--- src/iucc_pkg.sv ---
// ----------------------------------------------------------------------------
// iucc_pkg
// Shared constants and types for the interval union covered count block.
// ----------------------------------------------------------------------------
`default_nettype none

package iucc_pkg;

  localparam int unsigned MAX_RANGES_DEF = 128;
  localparam int unsigned VALUE_BITS_DEF = 50;
  // width of the covered count on the result channel
  localparam int unsigned COUNT_W        = 51;

  // control broadcast to every cell of the sorted chain
  typedef struct packed {
    logic ins_en;     // insert the broadcast endpoint this cycle
    logic ins_close;  // broadcast endpoint is a close
    logic shift_en;   // move every entry one place towards the head
  } cell_ctrl_t;

endpackage

`default_nettype wire

--- src/iucc_cell.sv ---
// ----------------------------------------------------------------------------
// iucc_cell
// One entry of the sorted endpoint chain: compares against the broadcast
// endpoint, takes it or its left neighbour on insert, its right on shift.
// ----------------------------------------------------------------------------
`default_nettype none

module iucc_cell import iucc_pkg::*; #(
  parameter int unsigned VALUE_BITS = VALUE_BITS_DEF
) (
  input  wire logic                  clk_i,
  input  wire logic                  rst_ni,
  input  wire cell_ctrl_t            ctrl_i,
  input  wire logic [VALUE_BITS-1:0] ins_value_i,
  input  wire logic                  left_ins_i,
  input  wire logic                  left_valid_i,
  input  wire logic                  left_close_i,
  input  wire logic [VALUE_BITS-1:0] left_value_i,
  input  wire logic                  right_valid_i,
  input  wire logic                  right_close_i,
  input  wire logic [VALUE_BITS-1:0] right_value_i,
  output logic                       ins_o,
  output logic                       valid_o,
  output logic                       close_o,
  output logic [VALUE_BITS-1:0]      value_o
);

  logic                  valid_q, valid_d;
  logic                  close_q, close_d;
  logic [VALUE_BITS-1:0] value_q, value_d;

  // new endpoint goes at or before this entry; opens sort ahead of closes
  assign ins_o = !valid_q || (value_q > ins_value_i) ||
                 ((value_q == ins_value_i) && !ctrl_i.ins_close && close_q);

  always_comb begin
    valid_d = valid_q;
    close_d = close_q;
    value_d = value_q;
    if (ctrl_i.shift_en) begin
      valid_d = right_valid_i;
      close_d = right_close_i;
      value_d = right_value_i;
    end else if (ctrl_i.ins_en && ins_o) begin
      if (left_ins_i) begin
        valid_d = left_valid_i;
        close_d = left_close_i;
        value_d = left_value_i;
      end else begin
        valid_d = 1'b1;
        close_d = ctrl_i.ins_close;
        value_d = ins_value_i;
      end
    end
  end

  always_ff @(posedge clk_i or negedge rst_ni) begin
    if (!rst_ni) begin
      valid_q <= 1'b0;
    end else begin
      valid_q <= valid_d;
    end
  end

  always_ff @(posedge clk_i) begin
    close_q <= close_d;
    value_q <= value_d;
  end

  assign valid_o = valid_q;
  assign close_o = close_q;
  assign value_o = value_q;

endmodule

`default_nettype wire

--- config.mk ---
export PLATFORM = sky130hd
export DESIGN_NAME = iucc_cell
export DESIGN_NICKNAME = d
export VERILOG_FILES = /design/src/iucc_pkg.sv /design/src/iucc_cell.sv
export SDC_FILE = /design/constraint.sdc
export NUM_CORES = 1
export LEC_CHECK = 0
export BUFFER_PORTS_ARGS = -buffer_cell sky130_fd_sc_hd__buf_2
export CORE_MARGIN = 2
export CORE_UTILIZATION = 41
export DETAILED_ROUTE_END_ITERATION = 10
export GPL_TIMING_DRIVEN = 0
export MAX_ROUTING_LAYER = met4
export PLACE_DENSITY = 0.77
export SYNTH_ARGS = -nofsm -noshare
export SYNTH_HDL_FRONTEND = slang
export SYNTH_SLANG_ARGS = --single-unit
--- constraint.sdc ---
create_clock -name clk_i -period 2.8 [get_ports clk_i]
set_input_delay 0.56 -clock clk_i [delete_from_list [all_inputs] [get_ports clk_i]]
set_output_delay 0.56 -clock clk_i [all_outputs]
set_load 0.02 [all_outputs]
==> metrics <==
Async S/R FF share, synth ~1.9%; Max-slew headroom 27.2%; clk buf depth 2; run status finished with violations; number of cells on the worst hold path 3; Worst EP arrival about 2.5 ns; GRT Util Overall between 20% and 30%; Clock Tree Root clkbuf_8; final hold vios 0; num ports approximately 210; routed vias approximately 4,000; Post-Synthesis Cells approximately 420; cell accounting for the most synthesized area edfxtp_1; max frequency about 0.32 GHz; Worst Hold Class in -> reg; flops & latches, synth 52; vias in the first global route roughly 4,000; crit path cell chain ha_1 > nand4_1 > nor2_1 > a221o_1 > a211o_1 > a221oi_2 > nor2_2 > or2_4 > buf_6; H-tree depth 2; Seq/Total Area, Yosys between 30% and 40%; TritonCTS Sinks 52; Fin Clk Skew between 0.004 and 0.005 ns; Tot Pwr approximately 2.4 mW; DP HPWL between 9000 and 10,000 um; Primary FF master, synth edfxtp_1; vias per cell between 5 and 6; CP Class reg -> out; DP Worst Slack -0.797 ns; DRT iter0 DRCs 170; post-synthesis average cell area about 9.4 um^2; CP top delay family compound AO/OA/AOI/OAI gates; fin crit share 111%; DR DRC count 0; Crit-path slowest cell edfxtp_1; DRT Pass-1 Iters 5; number of flops mapped to enable cells by yosys just over 50; TritonCTS Buffers 5; Max Transition Viols Final 0; final WL 12,800 um; Worst Setup End Kind primary output; std cell rows 35; RSZ-0062 raised after global routing yes; Post-Syn Area 3930 um^2; setup slack after layout -0.301 ns; CTS tree done; Die X-Extent ~100 um; worst-margin pin slew between 1 and 1.5 ns; Total Nets Final 860; layout cells sized above 1 40.6%; # setup viols final 1; global-route wire length before repair ~19,000 um; average wire per standard cell 16.4 um; R2R depth 8; Fin Setup TNS -0.301 ns; Max stage delay on crit path 0.40 ns; critical path launch point type flip-flop; failing checks setup timing; Reg clk slew, reported paths about 0.1 ns; number of port buffers 211; Routability Congestion between 0.9 and 1; Antenna Nets Post-Route 0; top-area cell type share of the netlist area slightly below 40%; Syn Nets between 600 and 700; Initial Util between 40 and 50%; most common cell after layout, fill and taps aside buf_2; DIE HEIGHT between 100 and 150 um; WHS 0.530 ns; dominant cells by area after synthesis edfxtp_1, ha_1, mux2i_1, o21ai_0, nand2_1; maximum VDD drop roughly 0.26 mV; core footprint around 9300 um^2; largest net degree at the start of global routing 15; area growth from synthesis to layout 43.9%; Cell Pwr Density around 430 nW/um^2; CP max FO 3; CP required ~2.2 ns; LEAKAGE about 2.9 nW; Final min period roughly 3.1 ns; Netlist cell types 36; max_cap viols 0; WP buf/inv 1; commonest non-fill, non-tap cells in the layout buf_2, nand2_1, o21ai_0; worst-skew pair later-pin latency roughly 0.3 ns; number of antenna violations at the first check in global routing 1; Levels on crit path 9; grt ovf 0; Die Area between 10,000 and 15,000 um^2; warnings from Yosys 0
-- per-layer routing --
layer  track usage, %  up-vias  share of wire [%]
li1                 -     1981                  -
met1             29.1     1902                 42
met2             43.7      149                 52
met3             3.28        7                4.9
met4             4.31        0               0.71
met5                -        -                  0
-- tightest hold or removal path, delay by kind of cell --
kind                   cells  cell delay (ns)
and+or+nand+nor            1             0.04
buffers and inverters      1             0.07
AOI/OAI and AO/OA          1             0.05
-- flip-flops by register name, summed over array words and instances, names as in the netlist --
register / flops
value_o: 50
close_o: 1
valid_o: 1
-- metrics by stage --
step | instance area, um^2 | util (%) | std cells
after floorplan | 3960 | - | 417
after global placement | 5180 | 55.8 | 757
after detailed placement | 5180 | 55.8 | 757
after CTS | 5370 | 57.8 | 771
after global routing | 5660 | 61.0 | 781
final | 5660 | 61.0 | 781
-- logic make-up after synthesis --
| kind of cell | share of synthesized area, % |
|---|---|
| AO/OA/AOI/OAI | 14.0 |
| adder cells (fa/ha/maj) | 15.9 |
| buffers and inverters | 6.68 |
| flip-flops | 39.6 |
| multiplexers | 13.0 |
| AND/OR/NAND/NOR | 10.9 |
-- power breakdown --
part / leakage, nW / switching [mW] / total [mW] / internal, mW
combinational: 2.29 / 0.554 / 0.965 / 0.411
clock: 0.0395 / 0.252 / 0.431 / 0.179
sequential: 0.528 / 0.0661 / 1.05 / 0.985
total: 2.86 / 0.872 / 2.45 / 1.58
-- synth_stat cells (2+ instances only) --
library cell	count
nand2_1	67
o21ai_0	61
inv_1	52
edfxtp_1	51
mux2i_1	51
ha_1	50
a21oi_1	19
clkbuf_1	12
nor2_1	10
nand4_1	8
a211oi_1	4
buf_2	3
nand3_1	3
a31oi_1	2
buf_1	2
o211ai_1	2
-- timing repair --
item	in CTS	in global routing
endpoints found under the hold margin	0	1
setup buffers	3	5
cloned	3	4
pin swaps	10	27
endpoints found under the setup margin	52	52
hold buffers	0	1
resized for setup	10	26
-- final cells by class --
class / count / area, um^2
well taps: 129 / 161
inverters: 52 / 195
plain buffers: 17 / 67.6
multi-input cells: 303 / 2470
fillers: 844 / 3620
diodes: 1 / 2.50
clock buffers: 8 / 80.1
repair buffers: 219 / 1120
flip-flops and latches: 52 / 1560
-- path summary, 6_finish.rpt --
kind	startpoint	to	slack (ns)
setup reg to reg	value_o[17]	value_o[28]	0.01
hold reg to reg	valid_o	valid_o	0.81
min in group asynchronous	rst_ni	valid_o	0.59
setup / recovery	value_o[28]	ins_o	-0.30
hold / removal	right_value_i[38]	value_o[38]	0.53
max in group asynchronous	rst_ni	valid_o	2.13
(Power assumes the default switching activity.)
