--- src/iucc_pkg.sv ---
// ----------------------------------------------------------------------------
// iucc_pkg
// Shared constants and types for the interval union covered count block.
// ----------------------------------------------------------------------------
`default_nettype none

package iucc_pkg;

  localparam int unsigned MAX_RANGES_DEF = 128;
  localparam int unsigned VALUE_BITS_DEF = 50;
  // width of the covered count on the result channel
  localparam int unsigned COUNT_W        = 51;

  // control broadcast to every cell of the sorted chain
  typedef struct packed {
    logic ins_en;     // insert the broadcast endpoint this cycle
    logic ins_close;  // broadcast endpoint is a close
    logic shift_en;   // move every entry one place towards the head
  } cell_ctrl_t;

endpackage

`default_nettype wire

--- src/iucc_sweep.sv ---
// ----------------------------------------------------------------------------
// iucc_sweep
// Nesting counter over the endpoints leaving the chain head; sums the
// length of every covered run.
// ----------------------------------------------------------------------------
`default_nettype none

module iucc_sweep import iucc_pkg::*; #(
  parameter int unsigned MAX_RANGES = MAX_RANGES_DEF,
  parameter int unsigned VALUE_BITS = VALUE_BITS_DEF
) (
  input  wire logic                  clk_i,
  input  wire logic                  rst_ni,
  input  wire logic                  en_i,
  input  wire logic                  close_i,
  input  wire logic [VALUE_BITS-1:0] value_i,
  input  wire logic                  clear_i,
  output logic [COUNT_W-1:0]         total_o
);

  localparam int unsigned NEST_W = $clog2(MAX_RANGES + 1);
  localparam int unsigned LEN_W  = VALUE_BITS + 1;

  logic [NEST_W-1:0]     nest_q, nest_d;
  logic [VALUE_BITS-1:0] start_q, start_d;
  logic [LEN_W-1:0]      len_q, len_d;
  logic                  len_v_q, len_v_d;
  logic [COUNT_W-1:0]    total_q, total_d;

  always_comb begin
    nest_d  = nest_q;
    start_d = start_q;
    len_d   = len_q;
    len_v_d = 1'b0;
    total_d = total_q;
    // run length is registered, added to the total in the next cycle
    if (len_v_q) begin
      total_d = total_q + COUNT_W'(len_q);
    end
    if (clear_i) begin
      nest_d  = '0;
      total_d = '0;
    end else if (en_i) begin
      if (!close_i) begin
        if (nest_q == '0) begin
          start_d = value_i;
        end
        nest_d = nest_q + NEST_W'(1);
      end else if (nest_q != '0) begin
        nest_d = nest_q - NEST_W'(1);
        if (nest_q == NEST_W'(1)) begin
          len_d   = LEN_W'(value_i - start_q) + LEN_W'(1);
          len_v_d = 1'b1;
        end
      end
    end
  end

  always_ff @(posedge clk_i or negedge rst_ni) begin
    if (!rst_ni) begin
      nest_q  <= '0;
      len_v_q <= 1'b0;
      total_q <= '0;
    end else begin
      nest_q  <= nest_d;
      len_v_q <= len_v_d;
      total_q <= total_d;
    end
  end

  always_ff @(posedge clk_i) begin
    start_q <= start_d;
    len_q   <= len_d;
  end

  assign total_o = total_q;

endmodule

`default_nettype wire

--- config.mk ---
export PLATFORM = sky130hd
export DESIGN_NAME = iucc_sweep
export DESIGN_NICKNAME = d
export VERILOG_FILES = /design/src/iucc_pkg.sv /design/src/iucc_sweep.sv
export SDC_FILE = /design/constraint.sdc
export NUM_CORES = 1
export LEC_CHECK = 0
export BUFFER_PORTS_ARGS = -buffer_cell sky130_fd_sc_hd__buf_2
export CAP_MARGIN = 20
export CORE_ASPECT_RATIO = 2
export CORE_MARGIN = 5
export CORE_UTILIZATION = 55
export DETAILED_ROUTE_END_ITERATION = 7
export PLACE_DENSITY = 0.85
export SYNTH_ARGS = -nofsm -noshare
export SYNTH_HDL_FRONTEND = slang
export SYNTH_SLANG_ARGS = --single-unit
--- constraint.sdc ---
create_clock -name clk_i -period 8.52 [get_ports clk_i]
set_input_delay 1.704 -clock clk_i [delete_from_list [all_inputs] [get_ports clk_i]]
set_output_delay 1.704 -clock clk_i [all_outputs]
set_load 0.02 [all_outputs]
==> flow_summary.yaml <==
status:
  status: "finished clean"
sta:
  finalSetupTns_ns: 0
  hold_ws_ns: 0.534
  worst_pin_slew_ns: 0.983
  fmax_mhz: 209
  rsz0062_at_grt: "no"
  fin_ws_ns: 3.72
  layout_min_cycle_time_ns: 4.80
  slew_violations: 0
  finalClockSkew_ns: 0.00809
  period_share: 0.563
  setup_viol: 0
  max_slew_margin: 0.344
  finalHoldViolCount: 0
critical_path:
  max_stage_delay_ns: 0.50
  crit_arrival_ns: 4.97
  endpoint_kind: "register"
  path_cells: "buf_2 > ha_1 > ha_1 > a21o_1 > a21o_1 > a21oi_1 > o21a_1 > o31ai_1 > a41oi_1 > o221ai_1 > a211oi_1 > o21ai_0 > xor2_1"
  crit_slowest_cell: "a211oi_1"
  start_kind: "primary input"
  critPathBufInv: 1
  critical_path.top_delay_family: "compound AO/OA/AOI/OAI gates"
  cp.depth: 13
  critPathKind: "primary input to register"
  crit_fanout: 6
  required_ns: 8.70
  reg2reg_depth: 13
route:
  drc: 0
  wl_per_cell_microns: 17.6
  first_pass_iters: 5
  vias: 9722
  viasPerCell: 6.02
  ant_nets: 0
  drt-initial-drc-count: 375
  wl_mm: 28.4
global_routing:
  grt_pass1_vias: 9954
  overflow: 0
  antenna_found_initial: 0
  grt_max_degree: 63
  grtUsageTotal: 0.232
  grt_pass1_wl_mm: 46.9
place:
  dp_slack_ns: 3.27
  globalplace.congestion: 0.917
  dp_hpwl_mm: 22.0
  portBuffers: 105
yosys:
  ys_seq_area_frac: 0.375
  synth_seq_cells: 161
  synth_area_sq_mm: 0.0121
  postSynthAreaPerCell_sq_um: 9.70
  synth_cells: 1247
  synth.net_count: 1457
  synth_flop_cell: "edfxtp_1"
  yosysUniqueCellTypes: 79
  synth.largest_area_cell: "edfxtp_1"
  synth_edf_count: 101
  ys_top_cells_by_area: "edfxtp_1 (25%), ha_1 (16%), dfrtp_1 (12%)"
  async_flop_share: 0.373
  yosysWarnings: 0
  synth_top_area_share: 0.251
pwr:
  p_leak_nw: 6.41
  ir_drop_uv: 116
  cellPowerDensity_mw_per_mm2: 154
clocking:
  cts_max_level: 4
  clockBufferDepth: 2
  holdBufCountCts: 0
  cts_inserted_buffers: 17
  cts_sinks: 161
  post_cts_buffers: 0
  insertion_delay_ns: 0.44
  clock-root-buffer: "clkbuf_16"
  ctsResizeCount: 0
  cts_tree: "built"
  clk_pin_slew_worst_paths_ns: 0.06
cells_and_area:
  nFillCells: 1757
  multiInputGateArea_sq_mm: 0.00701
  syn_to_final_growth_pct: 10.2
  nets: 1538
  seq_area_sq_mm: 0.00454
  diodes: 0
  drive_above_1_share: 0.122
min_path:
  worst_hold_path_type: "register to register"
  min_path_cells: 1
floorplanning:
  io_pins: 106
  dieWidth_microns: 115
  die_h_microns: 220
  dieArea_sq_mm: 0.0252
  core_area_sq_mm: 0.0216
  rows: 76
  initial_core_util: 0.561
job:
  max-cap-violations: 0
==> cell usage after synthesis, drive strengths merged, types with 4 or more instances <==
cell       n
a2111oi    4
a211o      6
a211oi    18
a21o      72
a21oi    117
a221o      7
a221oi     4
a22o       5
a31oi     12
and2       4
and3      14
and4       4
clkbuf    43
dfrtp     60
edfxtp   101
ha       153
inv       87
mux2i     24
nand2     63
nand2b    12
nand3     19
nand3b     4
nand4     25
nor2     105
nor2b     12
nor3      17
nor3b      7
nor4       6
o211ai     6
o21a      14
o21ai     53
o21bai    16
o221ai     5
o31a       4
o31ai      8
or3        8
xnor2     55
xor2      34
==> flip-flops by register name, summed over array words and instances, names as in the netlist <==
| name | count |
|---|---|
| len_v_q | 1 |
| total_o | 51 |
| start_q | 50 |
| len_q | 51 |
| nest_q | 8 |
==> cell usage in the layout (no fill, tap or decap), drive strengths merged, types with 16 or more instances in the layout <==
| cell type | count |
|---|---|
| ha | 153 |
| a21oi | 117 |
| buf | 111 |
| nor2 | 105 |
| edfxtp | 101 |
| inv | 96 |
| a21o | 72 |
| nand2 | 63 |
| dfrtp | 60 |
| xnor2 | 55 |
| o21ai | 53 |
| xor2 | 34 |
| nand4 | 25 |
| mux2i | 24 |
| nand3 | 19 |
| clkbuf | 19 |
| a211oi | 18 |
| nor3 | 17 |
| o21bai | 16 |
==> power by group <==
part | internal, mW | switching, mW
Combinational | 0.173 | 0.256
Sequential | 0.876 | 0.0158
Clock | 0.391 | 0.346
==> layout make-up <==
| type | instances | area share |
|---|---|---|
| multi-input combinational | 950 | 0.525 |
| inverter | 87 | 0.0245 |
| clock buffer | 19 | 0.0332 |
| sequential | 161 | 0.340 |
| clock inverter | 13 | 0.00872 |
| timing repair buffer | 111 | 0.0428 |
| tap | 273 | 0.0256 |
==> path summary, 6_finish.rpt <==
| path | startpoint | endpoint | slack, ns |
|---|---|---|---|
| worst max-delay path | value_i[7] | len_q[42]$_DFFE_PP_ | 3.72 |
| worst min register to register | total_o[42]$_DFFE_PN0P_ | total_o[42]$_DFFE_PN0P_ | 0.53 |
| min in group asynchronous | rst_ni | total_o[47]$_DFFE_PN0P_ | 1.42 |
| max in group asynchronous | rst_ni | len_v_q$_DFF_PN0_ | 6.50 |
| worst min-delay path | total_o[42]$_DFFE_PN0P_ | total_o[42]$_DFFE_PN0P_ | 0.53 |
| worst max register to register | start_q[7]$_DFFE_PP_ | len_q[42]$_DFFE_PP_ | 4.72 |
==> per-stage QoR <==
step / cells / area (sq um) / utilization / total power [mW]
after floorplan: 1247 / 12100 / - / 1.22
final: 1614 / 13300 / 0.618 / 2.06
after global placement: 1582 / 12800 / 0.592 / 1.32
after CTS: 1614 / 13300 / 0.618 / 2.07
after detailed placement: 1582 / 12800 / 0.592 / 1.33
after global routing: 1614 / 13300 / 0.618 / 2.16
==> cell families after synthesis <==
kind of cell | count (synthesis) | share of synthesized area
adder cells (fa/ha/maj) | 155 | 0.162
AO/OA/AOI/OAI | 373 | 0.206
multiplexers | 25 | 0.0211
XOR/XNOR | 89 | 0.0644
AND/OR/NAND/NOR | 308 | 0.125
buffers and inverters | 136 | 0.0473
flip-flops | 161 | 0.375
==> worst register-to-register path, delay by kind of cell (launching register included) <==
family / cells / cell delay [ns]
buf+inv: 1 / 0.07
fa+ha+maj: 2 / 0.60
compound gates: 9 / 2.31
xor+xnor: 1 / 0.18
flops: 1 / 0.37
==> routing by layer <==
layer,vias to the layer above,global-route usage,wire (microns)
li1,4765,-,-
met1,4627,0.247,11000
met2,255,0.424,15000
met3,75,0.0464,1270
met4,0,0.118,1170
met5,-,0,0
Note: power is estimated with default switching activity, not from simulation.
